## src/rtl/core/itaf_pkg.sv

```systemverilog
// Shared types, character codes and helpers for the integer to ASCII formatter.
package itaf_pkg;

   localparam int VALUE_BITS_DEF = 32;
   localparam int MAX_WIDTH_DEF  = 63;
   localparam int WIDTH_W        = 6;
   localparam int CHAR_W         = 8;
   localparam int DIGIT_W        = 4;

   localparam logic [CHAR_W-1:0] CH_MINUS   = 8'h2d;
   localparam logic [CHAR_W-1:0] CH_SPACE   = 8'h20;
   localparam logic [CHAR_W-1:0] CH_ZERO    = 8'h30;
   localparam logic [CHAR_W-1:0] CH_LOWER_A = 8'h61;
   localparam logic [DIGIT_W-1:0] DEC_MAX_DIGIT = 4'd9;
   localparam logic [CHAR_W-1:0]  DEC_BASE      = 8'd10;

   typedef struct packed {
      logic busy;
      logic done;
   } unit_status_type;

   typedef struct packed {
      logic               neg;
      logic [WIDTH_W-1:0] width;
   } emit_job_type;

   function automatic logic [CHAR_W-1:0] digit_char(input logic [DIGIT_W-1:0] d);
      logic [CHAR_W-1:0] c;
      if (d > DEC_MAX_DIGIT) begin
         c = CH_LOWER_A + {4'd0, d} - DEC_BASE;
      end else begin
         c = CH_ZERO + {4'd0, d};
      end
      return c;
   endfunction

endpackage

```

## src/rtl/core/itaf_conv.sv

```systemverilog
// Bit-serial binary to BCD converter (shift-add-3), or nibble pass-through for hex, with leading-zero digit scan.
module itaf_conv
   import itaf_pkg::*;
#(
   parameter int VALUE_BITS = VALUE_BITS_DEF,
   parameter int DIG_N      = 10
) (
   input  logic                        clock,
   input  logic                        reset,
   input  logic                        start,
   input  logic                        is_hex,
   input  logic [VALUE_BITS-1:0]       mag,
   output unit_status_type             status,
   output logic [DIGIT_W*DIG_N-1:0]    digits,
   output logic [$clog2(DIG_N+1)-1:0]  ndig
);

   localparam int DIG_W = DIGIT_W * DIG_N;
   localparam int ND_W  = $clog2(DIG_N + 1);
   localparam int CNT_W = $clog2(VALUE_BITS + 1);

   logic                  busy_ff, busy_in;
   logic                  scan_ff, scan_in;
   logic [CNT_W-1:0]      cnt_ff, cnt_in;
   logic [VALUE_BITS-1:0] mag_ff, mag_in;
   logic [DIG_W-1:0]      dig_ff, dig_in, dig_adj;
   logic [ND_W-1:0]       nd_ff, nd_in;
   logic                  top_zero, shrink, done;

   // each BCD digit of 5 or more gets 3 added before the shift
   always_comb begin
      for (int i = 0; i < DIG_N; i++) begin
         if (dig_ff[DIGIT_W*i +: DIGIT_W] >= 4'd5) begin
            dig_adj[DIGIT_W*i +: DIGIT_W] = dig_ff[DIGIT_W*i +: DIGIT_W] + 4'd3;
         end else begin
            dig_adj[DIGIT_W*i +: DIGIT_W] = dig_ff[DIGIT_W*i +: DIGIT_W];
         end
      end
   end

   assign top_zero = (dig_ff[DIG_W-1 -: DIGIT_W] == '0);
   assign shrink   = top_zero && (nd_ff != ND_W'(1));
   assign done     = busy_ff && scan_ff && !shrink;

   always_comb begin
      busy_in = busy_ff;
      scan_in = scan_ff;
      cnt_in  = cnt_ff;
      mag_in  = mag_ff;
      dig_in  = dig_ff;
      nd_in   = nd_ff;
      if (start) begin
         busy_in = 1'b1;
         nd_in   = ND_W'(DIG_N);
         mag_in  = mag;
         cnt_in  = CNT_W'(VALUE_BITS);
         if (is_hex) begin
            // hex digits are the nibbles themselves
            scan_in = 1'b1;
            dig_in  = DIG_W'(mag);
         end else begin
            scan_in = 1'b0;
            dig_in  = '0;
         end
      end else if (busy_ff && !scan_ff) begin
         dig_in = {dig_adj[DIG_W-2:0], mag_ff[VALUE_BITS-1]};
         mag_in = {mag_ff[VALUE_BITS-2:0], 1'b0};
         cnt_in = cnt_ff - CNT_W'(1);
         if (cnt_ff == CNT_W'(1)) begin
            scan_in = 1'b1;
         end
      end else if (busy_ff) begin
         if (shrink) begin
            dig_in = {dig_ff[DIG_W-DIGIT_W-1:0], {DIGIT_W{1'b0}}};
            nd_in  = nd_ff - ND_W'(1);
         end else begin
            busy_in = 1'b0;
         end
      end
   end

   always_ff @(posedge clock) begin
      if (reset) begin
         busy_ff <= 1'b0;
         scan_ff <= 1'b0;
      end else begin
         busy_ff <= busy_in;
         scan_ff <= scan_in;
      end
   end

   always_ff @(posedge clock) begin
      cnt_ff <= cnt_in;
      mag_ff <= mag_in;
      dig_ff <= dig_in;
      nd_ff  <= nd_in;
   end

   assign status.busy = busy_ff;
   assign status.done = done;
   assign digits      = dig_ff;
   assign ndig        = nd_ff;

   a_start_idle: assert property (@(posedge clock) disable iff (reset)
      start |-> !busy_ff)
      else $error("conversion started while busy");

   a_nd_nonzero: assert property (@(posedge clock) disable iff (reset)
      busy_ff && scan_ff |-> nd_ff != '0)
      else $error("digit count reached zero");

   a_done_ends: assert property (@(posedge clock) disable iff (reset)
      done |=> !busy_ff)
      else $error("converter still busy after done");

endmodule

```

## src/rtl/core/itaf_emit.sv

```systemverilog
// Character sequencer: sign, space padding, digits, into a registered output stage.
module itaf_emit
   import itaf_pkg::*;
#(
   parameter int DIG_N = 10
) (
   input  logic                        clock,
   input  logic                        reset,
   input  logic                        start,
   input  emit_job_type                job,
   input  logic [DIGIT_W*DIG_N-1:0]    digits,
   input  logic [$clog2(DIG_N+1)-1:0]  ndig,
   output unit_status_type             status,
   output logic                        rsp_tvalid,
   input  logic                        rsp_tready,
   output logic [CHAR_W-1:0]           rsp_tdata,   // [7:0] out_char
   output logic                        rsp_tlast
);

   localparam int DIG_W = DIGIT_W * DIG_N;
   localparam int ND_W  = $clog2(DIG_N + 1);

   logic               busy_ff, busy_in;
   logic               sign_ff, sign_in;
   logic               valid_ff, valid_in;
   logic [CHAR_W-1:0]  char_ff, char_in;
   logic               last_ff, last_in;
   logic [DIG_W-1:0]   dig_ff, dig_in;
   logic [ND_W-1:0]    nd_ff, nd_in;
   logic [WIDTH_W-1:0] pad_ff, pad_in;
   logic [WIDTH_W-1:0] nd_wide;
   logic               slot_free, done;

   assign slot_free = !valid_ff || rsp_tready;
   assign nd_wide   = WIDTH_W'(ndig);
   assign done      = busy_ff && slot_free && !sign_ff && (pad_ff == '0)
                      && (nd_ff == ND_W'(1));

   always_comb begin
      busy_in  = busy_ff;
      sign_in  = sign_ff;
      valid_in = valid_ff;
      char_in  = char_ff;
      last_in  = last_ff;
      dig_in   = dig_ff;
      nd_in    = nd_ff;
      pad_in   = pad_ff;
      if (valid_ff && rsp_tready) begin
         valid_in = 1'b0;
      end
      if (start) begin
         busy_in = 1'b1;
         sign_in = job.neg;
         dig_in  = digits;
         nd_in   = ndig;
         pad_in  = (job.width > nd_wide) ? job.width - nd_wide : '0;
      end else if (busy_ff && slot_free) begin
         valid_in = 1'b1;
         if (sign_ff) begin
            char_in = CH_MINUS;
            last_in = 1'b0;
            sign_in = 1'b0;
         end else if (pad_ff != '0) begin
            char_in = CH_SPACE;
            last_in = 1'b0;
            pad_in  = pad_ff - WIDTH_W'(1);
         end else begin
            char_in = digit_char(dig_ff[DIG_W-1 -: DIGIT_W]);
            dig_in  = {dig_ff[DIG_W-DIGIT_W-1:0], {DIGIT_W{1'b0}}};
            nd_in   = nd_ff - ND_W'(1);
            last_in = (nd_ff == ND_W'(1));
            if (nd_ff == ND_W'(1)) begin
               busy_in = 1'b0;
            end
         end
      end
   end

   always_ff @(posedge clock) begin
      if (reset) begin
         busy_ff  <= 1'b0;
         sign_ff  <= 1'b0;
         valid_ff <= 1'b0;
      end else begin
         busy_ff  <= busy_in;
         sign_ff  <= sign_in;
         valid_ff <= valid_in;
      end
   end

   always_ff @(posedge clock) begin
      char_ff <= char_in;
      last_ff <= last_in;
      dig_ff  <= dig_in;
      nd_ff   <= nd_in;
      pad_ff  <= pad_in;
   end

   assign status.busy = busy_ff;
   assign status.done = done;
   assign rsp_tvalid  = valid_ff;
   assign rsp_tdata   = char_ff;
   assign rsp_tlast   = last_ff;

   a_start_idle: assert property (@(posedge clock) disable iff (reset)
      start |-> !busy_ff)
      else $error("emit started while busy");

   a_nd_live: assert property (@(posedge clock) disable iff (reset)
      busy_ff |-> nd_ff != '0)
      else $error("emitter busy with no digits left");

   a_done_last: assert property (@(posedge clock) disable iff (reset)
      done |=> valid_ff && last_ff && !busy_ff)
      else $error("final digit not flagged as last");

endmodule

```

## src/rtl/core/int_to_ascii_formatter.sv

```systemverilog
// Top level of the integer to ASCII formatter: input transfer, sign handling, sequencing.
//
// Each number goes through a bit-serial shift-add-3 conversion over its VALUE_BITS
// bits in decimal (none in hex), then a scan that drops leading zero digits (leaving
// up to DIG_N digits, 10 for 32-bit values), then the characters on the result
// channel, which carries one character per transfer. The next number is taken once
// the last character has entered the output register. The value field is VALUE_BITS wide.
module int_to_ascii_formatter
   import itaf_pkg::*;
#(
   parameter int VALUE_BITS = VALUE_BITS_DEF,
   parameter int MAX_WIDTH  = MAX_WIDTH_DEF
) (
   input  logic                                  clock,
   input  logic                                  reset,
   input  logic                                  req_tvalid,
   output logic                                  req_tready,
   // value [VALUE_BITS-1:0], width [VALUE_BITS+5:VALUE_BITS], zero fill above
   input  logic [((VALUE_BITS+WIDTH_W+7)/8)*8-1:0] req_tdata,
   input  logic [1:0]                            req_tuser,   // [0] is_signed, [1] is_hex
   output logic                                  rsp_tvalid,
   input  logic                                  rsp_tready,
   output logic [CHAR_W-1:0]                     rsp_tdata,   // [7:0] out_char
   output logic                                  rsp_tlast
);

   localparam int DIG_N = ((VALUE_BITS * 1233) >> 12) + 1;
   localparam int DIG_W = DIGIT_W * DIG_N;
   localparam int ND_W  = $clog2(DIG_N + 1);

   localparam logic [1:0] ST_IDLE = 2'd0;
   localparam logic [1:0] ST_CONV = 2'd1;
   localparam logic [1:0] ST_EMIT = 2'd2;

   logic [1:0]            state_ff, state_in;
   emit_job_type          job_ff, job_in;
   logic                  accept;
   logic [VALUE_BITS-1:0] value, mag;
   logic [WIDTH_W-1:0]    width, width_cl;
   logic                  neg;
   unit_status_type       conv_st, emit_st;
   logic [DIG_W-1:0]      digits;
   logic [ND_W-1:0]       ndig;

   assign value      = req_tdata[VALUE_BITS-1:0];
   assign width      = req_tdata[VALUE_BITS +: WIDTH_W];
   assign req_tready = (state_ff == ST_IDLE);
   assign accept     = req_tvalid && req_tready;

   assign neg      = req_tuser[0] && value[VALUE_BITS-1];
   assign mag      = neg ? ~value + VALUE_BITS'(1) : value;
   assign width_cl = (width > WIDTH_W'(MAX_WIDTH)) ? WIDTH_W'(MAX_WIDTH) : width;

   always_comb begin
      state_in = state_ff;
      job_in   = job_ff;
      case (state_ff)
         ST_IDLE: begin
            if (accept) begin
               state_in     = ST_CONV;
               job_in.neg   = neg;
               // the minus sign takes one place of the field
               job_in.width = (neg && width_cl != '0) ? width_cl - WIDTH_W'(1) : width_cl;
            end
         end
         ST_CONV: begin
            if (conv_st.done) begin
               state_in = ST_EMIT;
            end
         end
         ST_EMIT: begin
            if (emit_st.done) begin
               state_in = ST_IDLE;
            end
         end
         default: begin
            state_in = ST_IDLE;
         end
      endcase
   end

   always_ff @(posedge clock) begin
      if (reset) begin
         state_ff <= ST_IDLE;
      end else begin
         state_ff <= state_in;
      end
   end

   always_ff @(posedge clock) begin
      job_ff <= job_in;
   end

   itaf_conv #(
      .VALUE_BITS (VALUE_BITS),
      .DIG_N      (DIG_N)
   ) u_conv (
      .clock  (clock),
      .reset  (reset),
      .start  (accept),
      .is_hex (req_tuser[1]),
      .mag    (mag),
      .status (conv_st),
      .digits (digits),
      .ndig   (ndig)
   );

   itaf_emit #(
      .DIG_N (DIG_N)
   ) u_emit (
      .clock      (clock),
      .reset      (reset),
      .start      (conv_st.done),
      .job        (job_ff),
      .digits     (digits),
      .ndig       (ndig),
      .status     (emit_st),
      .rsp_tvalid (rsp_tvalid),
      .rsp_tready (rsp_tready),
      .rsp_tdata  (rsp_tdata),
      .rsp_tlast  (rsp_tlast)
   );

   a_accept_idle: assert property (@(posedge clock) disable iff (reset)
      accept |-> !conv_st.busy && !emit_st.busy)
      else $error("transfer taken while a number is in progress");

   a_conv_phase: assert property (@(posedge clock) disable iff (reset)
      conv_st.done |-> state_ff == ST_CONV)
      else $error("conversion finished outside conversion phase");

   a_emit_phase: assert property (@(posedge clock) disable iff (reset)
      emit_st.done |-> state_ff == ST_EMIT && !conv_st.busy)
      else $error("emit finished outside emit phase");

endmodule
```

## config.mk

```make
export PLATFORM = sky130hd
export DESIGN_NAME = int_to_ascii_formatter
export DESIGN_NICKNAME = d
export VERILOG_FILES = /design/src/rtl/core/itaf_pkg.sv /design/src/rtl/core/itaf_conv.sv /design/src/rtl/core/itaf_emit.sv /design/src/rtl/core/int_to_ascii_formatter.sv
export SDC_FILE = /design/constraint.sdc
export NUM_CORES = 1
export LEC_CHECK = 0
export BUFFER_PORTS_ARGS = -buffer_cell sky130_fd_sc_hd__buf_2
export CORE_UTILIZATION = 49
export CTS_BUF_LIST = sky130_fd_sc_hd__clkbuf_16
export DETAILED_ROUTE_END_ITERATION = 6
export PLACE_DENSITY = 0.69
export SLEW_MARGIN = 20
export SYNTH_ARGS = -nofsm -noshare
export SYNTH_HDL_FRONTEND = slang
export SYNTH_SLANG_ARGS = --single-unit
```

## constraint.sdc

```tcl
create_clock -name clock -period 5 [get_ports clock]
set_clock_uncertainty 0.1 [all_clocks]
set_input_delay 0 -clock clock [delete_from_list [all_inputs] [get_ports clock]]
set_output_delay 0 -clock clock [all_outputs]
set_load 0.01 [all_outputs]
```

==> results.ini, run 1 <==
[final_layout]
insertedDiodeCount = 0
syn2layout_area_growth_pct = 17.4
drive_above_1_share_pct = 11.2
nets = 1051
nFillCells = 1501
final_common_cell = nand2_1
final_cell_mix = 140 x nand2_1, 137 x edfxtp_1, 81 x o21ai_0, 58 x a21oi_1, 58 x nor2_1

[yosys]
synthDistinctLibCells = 63
ys_ff_latch = 154
yosysTopAreaCell = edfxtp_1
synth_area_per_cell_um2 = 9.85
synthArstFlopShare_pct = 0
synth-edff-count = 137
synth_fp_nets = 966
yosysSeqAreaShare_pct = 51.3
netlist_area_um2 = 8690
ys.flop_type = edfxtp_1
synthCells = 882
synthTopCellsByArea = edfxtp_1 47%, nand2_1 6.1%, ha_1 5.3%
synth_warnings = 0
synth_top_area_share_pct = 47.4

[power_and_ir_drop]
ir_drop_mv = 0.296
powerDensity_nw_per_um2 = 354
p_leak_nw = 3.96

[routing]
vias = 6647
firstDrtPassIters = 5
wl_met3_um = 642
viasPerCell = 5.52
drc = 0
met2WireLength_um = 8960
routedWlPerCell_um = 15.2
wl_met1_um = 8460
antenna_left = 0
wirelength_um = 18300
maxUsedRoutingLayer = met4
drt_iter0_drc = 494

[global_route]
grt_pass1_wl_um = 30700
grt_pass1_vias = 6407
antenna_found_initial = 0
track_usage_pct = 21.5
grt_max_degree = 79
grt_remaining_overflow = 0

[sta]
slew_viol_final = 0
setup_viol = 0
period_minus_slack_ps = 2700
fin_ws_ps = 2300
hold_viol_final = 0
fin_crit_sh_pct = 54.0
rsz0062_at_grt = false
max_freq_ghz = 0.370
finalSetupTns_ps = 0
holdWs_ps = 25.5
slew_headroom_pct = 42.6
tightestPinTransition_ps = 854

[worst_hold_path]
min_path_type = in2reg

[die]
initial_core_util_pct = 50.2
die_x_um = 135
core_um2 = 17300
dieHeight_um = 135
rows = 48
ios = 57
die_area_um2 = 18300

[cts]
cts.sinks = 154
root_buffer = clkbuf_16
clk_path_buf_depth = 2
cts_resized = 0
cts_htree_levels = 4
cts.clk_slew.worst_paths_ps = 60
cts_buffers = 17
cts_tree = yes
clk_latency_ps = 430

[status]
outcome = finished clean

[setup_path]
crit_type = reg2reg
worstPathArrival_ps = 2670
end_kind = flip-flop
start_kind = flip-flop
r2r_setup_slack_ps = 2300
cp.required_ps = 4970
crit_fanout = 17

[placed_design]
routabilityCongestion = 0.803
io_buffer_count = 53
place_worst_setup_slack_ps = 2320
hpwl_um = 12100

[job]
drv_cap = 0

[kinds of logic (layout without fill, tap and decap cells)]
group           after synthesis  in the layout  synth area share (%)
simple gates                302            302                  16.5
other cells                   1              1                0.0432
xor+xnor                     61             61                  6.15
fa+ha+maj                    38             38                  5.56
flops                       154            154                  51.3
mux                          13             13                  1.51
compound gates              223            223                  15.0
buf+inv                      90            188                  3.96
[worst max-delay path, stage by stage (launching register included)]
cell	delay (ps)
dfxtp_1	340
inv_1	110
ha_1	190
nor3b_1	140
or3_1	400
nor2b_2	300
buf_4	240
nor2_1	510
[stage by stage]
stage / power, mW / instances / util (%) / cell area [um2]
6_report: 3.61 / 1205 / 59.0 / 10200
3_3_place_gp: 2.35 / 1129 / 53.0 / 9170
5_1_grt: 3.79 / 1205 / 59.0 / 10200
3_5_place_dp: 2.36 / 1129 / 53.0 / 9170
2_1_floorplan: 2.18 / 882 / - / 8690
4_1_cts: 3.62 / 1204 / 58.8 / 10200
[flip-flops by register name, summed over array words and instances, names as in the netlist]
| name | flops |
|---|---|
| u_conv.mag_ff | 32 |
| u_emit.rsp_tvalid | 1 |
| u_emit.rsp_tlast | 1 |
| job_ff | 7 |
| u_conv.ndig | 4 |
| u_emit.sign_ff | 1 |
| u_conv.busy_ff | 1 |
| u_emit.dig_ff | 40 |
| u_conv.cnt_ff | 6 |
| u_conv.scan_ff | 1 |
| state_ff | 2 |
| u_emit.nd_ff | 4 |
| u_emit.rsp_tdata | 7 |
| u_conv.digits | 40 |
| u_emit.busy_ff | 1 |
| u_emit.pad_ff | 6 |
[routing by layer]
layer | vias to the layer above | global-route usage, %
li1 | 3331 | -
met1 | 3148 | 27.6
met2 | 149 | 36.6
met3 | 19 | 4.04
met4 | 0 | 7.30
met5 | - | 0
[final timing paths]
kind / cells past startpoint / from / endpoint
worst min-delay path: 4 / req_tvalid / u_conv.ndig[2]
worst min register to register: 2 / state_ff[1] / state_ff[1]
worst max-delay path: 7 / u_conv.ndig[1] / u_emit.rsp_tdata[2]
worst max register to register: 7 / u_conv.ndig[1] / u_emit.rsp_tdata[2]
[layout make-up]
type                    instances  area (um2)  share of cell area, %
repair buffers                106         791                   7.75
clock buffers                  17         425                   4.17
well taps                     225         282                   2.76
flip-flops and latches        154        4450                   43.7
clock inverters                15         140                   1.37
inverters                      50         188                   1.84
multi-input cells             638        3920                   38.4
[report_power, final]
group	internal, mW	total, mW	switching, mW
registers	1.58	1.69	0.109
clock network	0.725	1.23	0.509
logic	0.292	0.683	0.391
total	2.60	3.61	1.01
[timing repair]
item | in CTS | in global routing
hold endpoints to repair | 74 | 0
buffers inserted | 0 | 0
hold buffers | 43 | 0
[cells in the mapped netlist (2+ instances only)]
cell type	count
mux2i_1	12
nor2_1	58
a211oi_1	7
xnor2_1	46
o21ai_0	82
clkbuf_1	32
or3_1	4
o32a_1	2
and3_1	5
o22ai_1	18
buf_1	5
nand4_1	4
nor3_1	21
xor2_1	15
o211ai_1	3
and2_1	5
o31ai_1	6
a31o_2	2
a22oi_1	3
o21a_1	2
nor2b_1	7
nor4_1	6
nand2_1	141
nand2b_1	14
a21o_1	4
dfxtp_1	17
inv_1	49
edfxtp_1	137
nor4b_1	2
a21oi_1	58
nor3b_1	12
a31oi_1	18
nand3b_1	2
o21ai_2	2
a21boi_0	2
nand3_1	9
ha_1	37
a41oi_1	5
or4_4	2
nand2_2	2
buf_2	2
No activity file was read; power rests on OpenSTA's default activity.
==> run 2: changes to the inputs <==
- ABC_AREA: default -> 1
- PLACE_DENSITY: 0.69 -> 0.67
- clock period: 5 -> 2.8 ns (I/O delays scaled with it)
==> run 2 against run 1 <==
The flow now finishes with violations (design-rule violations); critical path depth grew 4; design area grew 3.5%; register-to-register slack lost 2000 ps; synthesized area grew 5.0%; power grew 86%; non-clock buffer count is the same; global-route usage grew 0.84 points; sequential power grew 80%; combinational power grew 120%; flip-flop and latch count is the same; setup slack lost 2100 ps; critical endpoint is now job_ff[3]; largest power group unchanged; highest routed layer unchanged.
==> results.ini, run 2 <==
[routing]
firstDrtPassIters = 7
routedWlPerCell_um = 14.9
drt_iter0_drc = 597
viasPerCell = 5.34
vias = 7409
antenna_left = 0
drc = 4
wirelength_um = 20700

[cts]
clk_latency_ps = 430
root_buffer = clkbuf_16
cts_htree_levels = 4
cts.sinks = 154
cts_tree = yes
cts_buffers = 17
clk_path_buf_depth = 2
cts.clk_slew.worst_paths_ps = 60
postCtsSetupRepairBufs = 0

[sta]
holdWs_ps = 34.8
hold_viol_final = 0
fin_crit_sh_pct = 94.0
max_freq_ghz = 0.380
finalSetupTns_ps = 0
slew_viol_final = 0
tightestPinTransition_ps = 802
period_minus_slack_ps = 2630
rsz0062_at_grt = false
slew_headroom_pct = 46.5
setup_viol = 0

[die]
dieHeight_um = 138
die_x_um = 138
core_um2 = 18100
rows = 49
die_area_um2 = 19200
ios = 57
initial_core_util_pct = 50.5

[power_and_ir_drop]
internal-power_mw = 4.67
pwr-share-seq_pct = 45.4
p_sw_mw = 2.05
p_sw_share_pct = 30.5
p_leak_nw = 4.54
ir_drop_mv = 0.478
power_mw = 6.72
powerDensity_nw_per_um2 = 637
power_frac_clock_pct = 32.3
combPwrFrac_pct = 22.3

[placed_design]
routabilityCongestion = 0.890
io_buffer_count = 53
hpwl_um = 14300

[setup_path]
cp.required_ps = 2880
end_kind = flip-flop
cpMaxStageDelayCell = dlygate4sd3_1
cp_cell_sequence = dlygate4sd3_1 -> buf_2 -> nand2_2 -> inv_6 -> nand2_1 -> inv_1 -> nand3_1 -> nand2_1 -> dlygate4sd3_1 -> nand2_1 -> dlygate4sd3_1
crit_type = in2reg
critPathBufInv = 6
start_kind = input pin
rr_worst_depth = 6
reg2reg_from = u_conv.scan_ff
r2r-end = u_conv.digits[36]
cpPeakStageDelay_ps = 550
r2r_setup_slack_ps = 270
startpoint = req_tdata[31]
crit_fanout = 26
critical_path.top_delay_family = buffers and inverters
worst-path-stages = 11
endpoint = job_ff[3]
worstPathArrival_ps = 2710

[yosys]
synthArstFlopShare_pct = 0
netlist_area_um2 = 9130
synthCells = 1053
ys.flop_type = edfxtp_1
yosysMostFrequentCell = nand2_1
synth_common_cells = 271 x nand2_1, 137 x edfxtp_1, 120 x inv_1
synth_warnings = 0
synthDistinctLibCells = 48
synth-edff-count = 137
ys_ff_latch = 154
synth_top_area_share_pct = 45.1
yosysTopAreaCell = edfxtp_1
yosysSeqAreaShare_pct = 48.8
synth_area_per_cell_um2 = 8.67
synthTopCellsByArea = edfxtp_1 45%, nand2_1 11%, ha_1 5.1%
synth_fp_nets = 1137

[global_route]
grt_pass1_wl_um = 34000
grt_max_degree = 55
grt_pass1_vias = 7053
track_usage_pct = 22.4
grt_remaining_overflow = 0
antenna_found_initial = 0

[final_layout]
final_common_cell = nand2_1
syn2layout_area_growth_pct = 15.7
drive_above_1_share_pct = 11.3
final_cell_mix = 271 x nand2_1, 137 x edfxtp_1, 120 x inv_1, 91 x nor2_1, 90 x o21ai_0
insertedDiodeCount = 0
nets = 1230
nFillCells = 1598

[job]
drv_cap = 0

[status]
outcome = finished, violations left
violations = design-rule violations

[worst_hold_path]
min_path_type = in2reg

## run 2: layout make-up
class	count	area (um2)	share of cell area (%)
clock buffer	18	450	4.27
clock inverter	14	104	0.984
inverter	127	487	4.61
multi-input combinational	740	3960	37.5
sequential	154	4450	42.2
tap	229	287	2.71
timing repair buffer	106	811	7.68
## run 2: per-layer routing
| metal | part of all wire (%) | vias to the layer above | track usage (%) |
|---|---|---|---|
| met3 | 4.7 | 37 | 3.67 |
| li1 | - | 3736 | - |
| met2 | 47 | 200 | 37.2 |
| met5 | 0 | - | 0 |
| met1 | 46 | 3436 | 29.0 |
| met4 | 2.2 | 0 | 9.34 |
## run 2: timing repair
item	in CTS	in global routing
endpoints found under the hold margin	62	0
resized for setup	0	1
setup endpoints to repair	0	1
hold buffers	44	0
## run 2: cells by family after synthesis
kind of cell    count (synthesis)  share of synthesized area [%]
compound gates                187                           12.2
simple gates                  487                           23.2
fa+ha+maj                      38                           5.29
flops                         154                           48.8
buf+inv                       159                           7.88
other cells                     1                         0.0411
xor+xnor                       27                           2.59
## run 2: worst min-delay path by stage
| stage | from | endpoint | slack, ps | depth (start not counted) |
|---|---|---|---|---|
| floorplan | reset | u_conv.scan_ff | -30 | 1 |
| global placement | rsp_tready | u_emit.rsp_tvalid | 210 | 4 |
| detailed placement | rsp_tready | u_emit.rsp_tvalid | 210 | 4 |
| CTS | req_tuser[1] | u_conv.digits[19] | 9 | 3 |
| global route | req_tuser[1] | u_conv.digits[0] | 40 | 2 |
| finish | req_tuser[1] | u_conv.digits[19] | 30 | 3 |
## run 2: power by group through the flow
stage	clock network (mW)	logic [mW]	registers [mW]
after floorplan	0	1.10	3.05
after global placement	0	1.41	3.09
after detailed placement	0	1.43	3.10
after CTS	2.20	1.50	3.05
after global routing	2.30	1.69	3.09
final	2.17	1.50	3.05
## run 2: worst register-to-register path, stage by stage, from the launching register on
cell and delay, ps:
dfxtp_1 370, nor2_8 240, inv_4 60, nor2_4 610, inv_1 450, buf_4 290, o32ai_2 240
## run 2: metrics by stage
stage | util (%) | std cells | area (um2) | setup WS (ps)
5_1_grt | 58.4 | 1388 | 10600 | 15.7
6_report | 58.4 | 1388 | 10600 | 168
4_1_cts | 58.3 | 1388 | 10600 | 192
3_3_place_gp | 52.8 | 1312 | 9560 | 317
2_1_floorplan | - | 1053 | 9140 | 357
3_5_place_dp | 52.8 | 1312 | 9560 | 254
